==> config.mk <==
export PLATFORM = sky130hd
export DESIGN_NAME = lbt_seq
export DESIGN_NICKNAME = d
export VERILOG_FILES = /design/src/rtl/lbt_pkg.sv /design/src/rtl/lbt_seq.sv
export SDC_FILE = /design/constraint.sdc
export NUM_CORES = 1
export LEC_CHECK = 0
export BUFFER_PORTS_ARGS = -buffer_cell sky130_fd_sc_hd__buf_2
export CAP_MARGIN = 20
export CORE_UTILIZATION = 50
export DETAILED_ROUTE_END_ITERATION = 12
export MAX_ROUTING_LAYER = met4
export PLACE_DENSITY = 0.72
export SYNTH_ARGS = -nofsm -noshare
export SYNTH_HDL_FRONTEND = slang
export SYNTH_SLANG_ARGS = --single-unit
==> constraint.sdc <==
create_clock -name clk -period 19.55 [get_ports clk]
set_clock_uncertainty 0.2 [all_clocks]
set_input_delay 0.9775 -clock clk [delete_from_list [all_inputs] [get_ports clk]]
set_output_delay 0.9775 -clock clk [all_outputs]
set_load 0.01 [all_outputs]
==> src/rtl/lbt_pkg.sv <==
package lbt_pkg;

    localparam int MAX_ROWS    = 32;
    localparam int STORE_DEPTH = MAX_ROWS * (MAX_ROWS + 1) / 2;
    localparam int ADDR_W      = $clog2(STORE_DEPTH);
    localparam int ROW_W       = 6;
    localparam int COEF_W      = 32;
    localparam int STATUS_W    = 2;

    localparam logic [STATUS_W-1:0] STATUS_OK        = 2'd0;
    localparam logic [STATUS_W-1:0] STATUS_BAD_COORD = 2'd1;
    localparam logic [STATUS_W-1:0] STATUS_CAPACITY  = 2'd2;

    typedef enum logic [2:0] {
        ST_IDLE,
        ST_BUILD,
        ST_BUILD_WR,
        ST_LOOK,
        ST_RESP
    } lbt_state_t;

    typedef struct packed {
        logic              rd_en;
        logic [ADDR_W-1:0] rd_addr;
        logic              wr_en;
        logic [ADDR_W-1:0] wr_addr;
        logic [COEF_W-1:0] wr_data;
    } lbt_store_req_t;

    // start of a row in the packed triangle: row*(row+1)/2
    function automatic logic [ADDR_W-1:0] row_base(input logic [ROW_W-1:0] row);
        logic [2*ROW_W:0] prod;
        prod = {{(ROW_W+1){1'b0}}, row} * {{ROW_W{1'b0}}, row + {{(ROW_W-1){1'b0}}, 1'b1}};
        return ADDR_W'(prod >> 1);
    endfunction

endpackage

==> src/rtl/lbt_seq.sv <==
module lbt_seq (
    input  logic                           clk,
    input  logic                           rst_n,
    input  logic                           q_valid,
    output logic                           q_ready,
    input  logic [lbt_pkg::ROW_W-1:0]      q_row,
    input  logic [lbt_pkg::ROW_W-1:0]      q_col,
    output logic                           r_valid,
    input  logic                           r_ready,
    output logic [lbt_pkg::COEF_W-1:0]     r_coef,
    output logic [lbt_pkg::STATUS_W-1:0]   r_status,
    output lbt_pkg::lbt_store_req_t        req,
    input  logic [lbt_pkg::COEF_W-1:0]     rd_data
);
    import lbt_pkg::*;

    lbt_state_t          state_reg, state_next;
    logic [ROW_W-1:0]    rows_built_reg, rows_built_next;
    logic [ADDR_W-1:0]   build_base_reg, build_base_next;
    logic [ROW_W-1:0]    col_reg, col_next;
    logic [COEF_W-1:0]   left_reg, left_next;
    logic [ROW_W-1:0]    row_reg, row_next;
    logic [ROW_W-1:0]    qcol_reg, qcol_next;
    logic [STATUS_W-1:0] status_reg, status_next;
    logic [ADDR_W-1:0]   prev_base;

    assign prev_base = build_base_reg - ADDR_W'(rows_built_reg);

    always_ff @(posedge clk or negedge rst_n)
    begin
        if (!rst_n)
        begin
            state_reg      <= ST_IDLE;
            rows_built_reg <= '0;
            build_base_reg <= '0;
        end
        else
        begin
            state_reg      <= state_next;
            rows_built_reg <= rows_built_next;
            build_base_reg <= build_base_next;
        end
    end

    always_ff @(posedge clk)
    begin
        col_reg    <= col_next;
        left_reg   <= left_next;
        row_reg    <= row_next;
        qcol_reg   <= qcol_next;
        status_reg <= status_next;
    end

    always_comb
    begin
        state_next      = state_reg;
        rows_built_next = rows_built_reg;
        build_base_next = build_base_reg;
        col_next        = col_reg;
        left_next       = left_reg;
        row_next        = row_reg;
        qcol_next       = qcol_reg;
        status_next     = status_reg;
        q_ready         = 1'b0;
        r_valid         = 1'b0;
        req             = '0;

        case (state_reg)
            ST_IDLE:
            begin
                q_ready = 1'b1;
                if (q_valid)
                begin
                    row_next  = q_row;
                    qcol_next = q_col;
                    col_next  = '0;
                    left_next = COEF_W'(1);
                    if (q_col > q_row)
                    begin
                        status_next = STATUS_BAD_COORD;
                        state_next  = ST_RESP;
                    end
                    else if (q_row >= ROW_W'(MAX_ROWS))
                    begin
                        status_next = STATUS_CAPACITY;
                        state_next  = ST_RESP;
                    end
                    else
                    begin
                        status_next = STATUS_OK;
                        state_next  = (q_row >= rows_built_reg) ? ST_BUILD : ST_LOOK;
                    end
                end
            end
            ST_BUILD:
            begin
                if (col_reg == '0 || col_reg == rows_built_reg)
                begin
                    req.wr_en   = 1'b1;
                    req.wr_addr = build_base_reg + ADDR_W'(col_reg);
                    req.wr_data = COEF_W'(1);
                    left_next   = COEF_W'(1);
                    if (col_reg == rows_built_reg)
                    begin
                        rows_built_next = rows_built_reg + ROW_W'(1);
                        build_base_next = build_base_reg + ADDR_W'(rows_built_reg)
                                        + ADDR_W'(1);
                        col_next        = '0;
                        state_next      = (rows_built_reg == row_reg) ? ST_LOOK : ST_BUILD;
                    end
                    else
                    begin
                        col_next = col_reg + ROW_W'(1);
                    end
                end
                else
                begin
                    req.rd_en   = 1'b1;
                    req.rd_addr = prev_base + ADDR_W'(col_reg);
                    state_next  = ST_BUILD_WR;
                end
            end
            ST_BUILD_WR:
            begin
                req.wr_en   = 1'b1;
                req.wr_addr = build_base_reg + ADDR_W'(col_reg);
                req.wr_data = left_reg + rd_data;
                left_next   = rd_data;
                col_next    = col_reg + ROW_W'(1);
                state_next  = ST_BUILD;
            end
            ST_LOOK:
            begin
                req.rd_en   = 1'b1;
                req.rd_addr = row_base(row_reg) + ADDR_W'(qcol_reg);
                state_next  = ST_RESP;
            end
            ST_RESP:
            begin
                r_valid = 1'b1;
                if (r_ready)
                begin
                    state_next = ST_IDLE;
                end
            end
            default:
            begin
                state_next = ST_IDLE;
            end
        endcase
    end

    assign r_status = status_reg;
    assign r_coef   = (status_reg == STATUS_OK) ? rd_data : '0;
endmodule

==> qor.yml <==
global_routing:
  grt_usage_pct: 25.0
  grtUsageMet2_pct: 37.9
  antenna_found_initial: 0
  grt_pass1_vias: 6477
  met3_usage_pct: 2.60
  grt_max_degree: 39
  gr-total-overflow: 0
  grt-busiest-layer: "met2"
  grt_first_pass_wirelength_um: 31500
  use_met1_pct: 34.5
critical_path:
  rr_startpoint: "rows_built_reg[1]"
  crit_required_ns: 18.37
  end_kind: "output port"
  r2r_cells: 7
  worst-path-max-fanout: 11
  worst-setup-path-type: "reg2out"
  start_kind: "register"
  arrival_ns: 5.92
  r2r-end: "left_reg[20]"
  r2r_setup_slack_ns: 16.60
final_layout:
  largest_reg_flops: 32
  n_antenna_cell: 0
  fillers: 1395
  most-common-layout-cells: "137 x buf_2, 108 x ha_1, 101 x inv_1"
  fin_nets: 1229
  layout-drive-gt1-share_pct: 18.3
  synthToLayoutAreaGrowth_pct: 15.1
  final_common_cell: "buf_2"
clock_network:
  cts_buffers: 9
  cts_sinks: 71
  cts_hold_buf: 0
  h-tree-depth: 3
  tritoncts: "done"
  cts-root-buf: "clkbuf_16"
  clk_pin_slew_ns: 0.06
  post-cts-setup-buffers: 0
  worst_skew_pair.late_latency_ns: 0.34
  postCtsResizedCells: 0
  clockBufferDepth: 2
hold_path:
  hold_end: "build_base_reg[8]"
  hold_path_class: "reg2reg"
  whs_path_depth: 1
  hold_start: "build_base_reg[8]"
sta:
  max_freq_ghz: 0.141
  max_slew_margin_pct: 57.9
  rsz0062_at_grt: "no"
  setup_viol: 0
  post-route-period-util_pct: 36.3
  worst_pin_slew_ns: 0.631
  timing.setup.tns_ns: 0
  min_period_ns: 7.10
  setup_ws_ns: 12.45
  finalMaxSlewViolations: 0
  finalHoldViolCount: 0
die:
  coreArea_um2: 15800
  num_rows: 46
  start_util_pct: 51.2
  die_h_um: 129
  dieArea_um2: 16700
  die_w_um: 129
  ios: 138
drt:
  wl_per_cell_um: 15.2
  via_per_inst: 5.40
  drt_iter0_markers: 449
  drtPass1Iterations: 5
  ant_nets: 0
  vias: 6848
  drc: 0
  wirelength_um: 19300
logic_synthesis:
  synthesis.nets: 1104
  synthFlopType: "edfxtp_1"
  synth_cell_types: 78
  synth-seq-area-share_pct: 25.1
  syn_area_um2: 8100
  synth_edf_count: 52
  avgSynthCellArea_um2: 8.78
  ys_ff_latch: 71
  synthArstFlopShare_pct: 26.8
  postSynthCellCount: 923
  yosysWarnings: 0
placement:
  dp_hpwl_um: 15100
  gp_congestion: 0.960
  io_buffers: 137
  place_ws_ns: 12.86
power_and_ir_drop:
  p_per_area_nw_per_um2: 162
  p_leak_nw: 4.51
  power_w: 0.00151
  worst_ir_drop_vdd_uv: 150
run_status:
  status: "finished, final reports clean"
job:
  max-cap-violations: 0
==> worst max path at each step <==
stage / end / cells after the start / start / slack (ns)
2_1_floorplan: col_reg[0] / 6 / rows_built_reg[1] / 11.44
3_3_place_gp: req[52] / 20 / row_reg[0] / 12.99
3_5_place_dp: req[52] / 20 / row_reg[0] / 12.86
4_1_cts: req[52] / 20 / row_reg[0] / 12.47
5_1_grt: req[52] / 20 / row_reg[0] / 12.11
6_report: req[52] / 20 / row_reg[0] / 12.45
==> layer usage <==
layer | share of wire [%] | vias to the layer above | wire length [um]
met5 | 0 | - | 0
met4 | 2.0 | 0 | 388
met3 | 3.8 | 26 | 728
met2 | 45 | 164 | 8630
met1 | 50 | 3218 | 9580
li1 | - | 3440 | -
==> metrics by stage <==
stage | area [um2] | hold WS [ns] | std cells | utilization [%]
6_report | 9320 | 0.357 | 1269 | 58.9
5_1_grt | 9320 | 0.366 | 1269 | 58.9
4_1_cts | 9290 | 0.351 | 1267 | 58.7
3_5_place_dp | 8970 | 0.342 | 1251 | 56.7
3_3_place_gp | 8970 | 0.329 | 1251 | 56.7
2_1_floorplan | 8100 | 0.303 | 923 | -
==> synth_stat cells (3+ instances only) <==
cell type  number  area share [%]
a211oi_1        7            0.65
a21o_1         24             2.2
a21oi_1        56             3.5
a31o_2          5            0.54
a31oi_1         5            0.39
and2_1         71             5.5
and3_1          6            0.46
buf_2           3            0.19
clkbuf_1       21            0.97
dfrtp_1        19             5.9
edfxtp_1       52              19
fa_1           25             6.2
ha_1          108              17
inv_1         101             4.7
nand2_1        39             1.8
nand2b_1       19             1.5
nand3_1        15            0.93
nand4_1         4            0.31
nor2_1         80             3.7
nor2b_1        26             2.0
nor3_1         14            0.86
nor3b_1         5            0.46
nor4_1          3            0.23
o211ai_1        7            0.65
o211ai_2        4            0.62
o21a_1          4            0.37
o21ai_0        40             2.5
o21bai_1        6            0.56
o22ai_1         8            0.62
o31a_1          3            0.32
or2_2           5            0.39
or3_1           7            0.54
xnor2_1        48             5.2
xor2_1         30             3.2
==> final cells by class <==
cell class	count	area [um2]	share of cell area, %
clock inverter	7	87.6	0.939
timing repair buffer	142	747	8.01
inverter	101	379	4.07
clock buffer	9	225	2.42
multi-input combinational	723	5580	59.8
sequential	71	2040	21.8
tap	216	270	2.90
==> worst max-delay path, stage by stage, from the launching register on <==
cell      delay (ns)
edfxtp_1        0.59
nand3_1         0.16
or2_2           0.32
ha_1            0.32
nand2b_1        0.18
fa_1            0.52
fa_1            0.52
fa_1            0.55
inv_1           0.04
ha_1            0.33
o21ai_0         0.10
nor2_1          0.16
nor2_1          0.08
ha_1            0.34
o21ai_0         0.10
nand2b_1        0.08
o311ai_1        0.14
nor3_1          0.40
mux2_2          0.38
o211ai_1        0.09
buf_2           0.16
==> kinds of logic after synthesis <==
logic type                 after synthesis  synth area share, %
AOI/OAI and AO/OA                      202                 16.9
xor gates and xnor gates                78                 8.43
adders and majority gates              133                 22.9
buffers and inverters                  129                 6.21
DFF                                     71                 25.1
muxes                                    4                0.525
and+or+nand+nor                        306                 20.0
==> power breakdown <==
part	internal, W	leakage (nW)	total [W]	switching [W]
clock	0.000111	0.155	0.000177	0.0000667
combinational	0.000451	3.58	0.00108	0.000625
sequential	0.000217	0.772	0.000256	0.0000393
total	0.000779	4.51	0.00151	0.000731
Note: power is estimated with default switching activity, not from simulation.
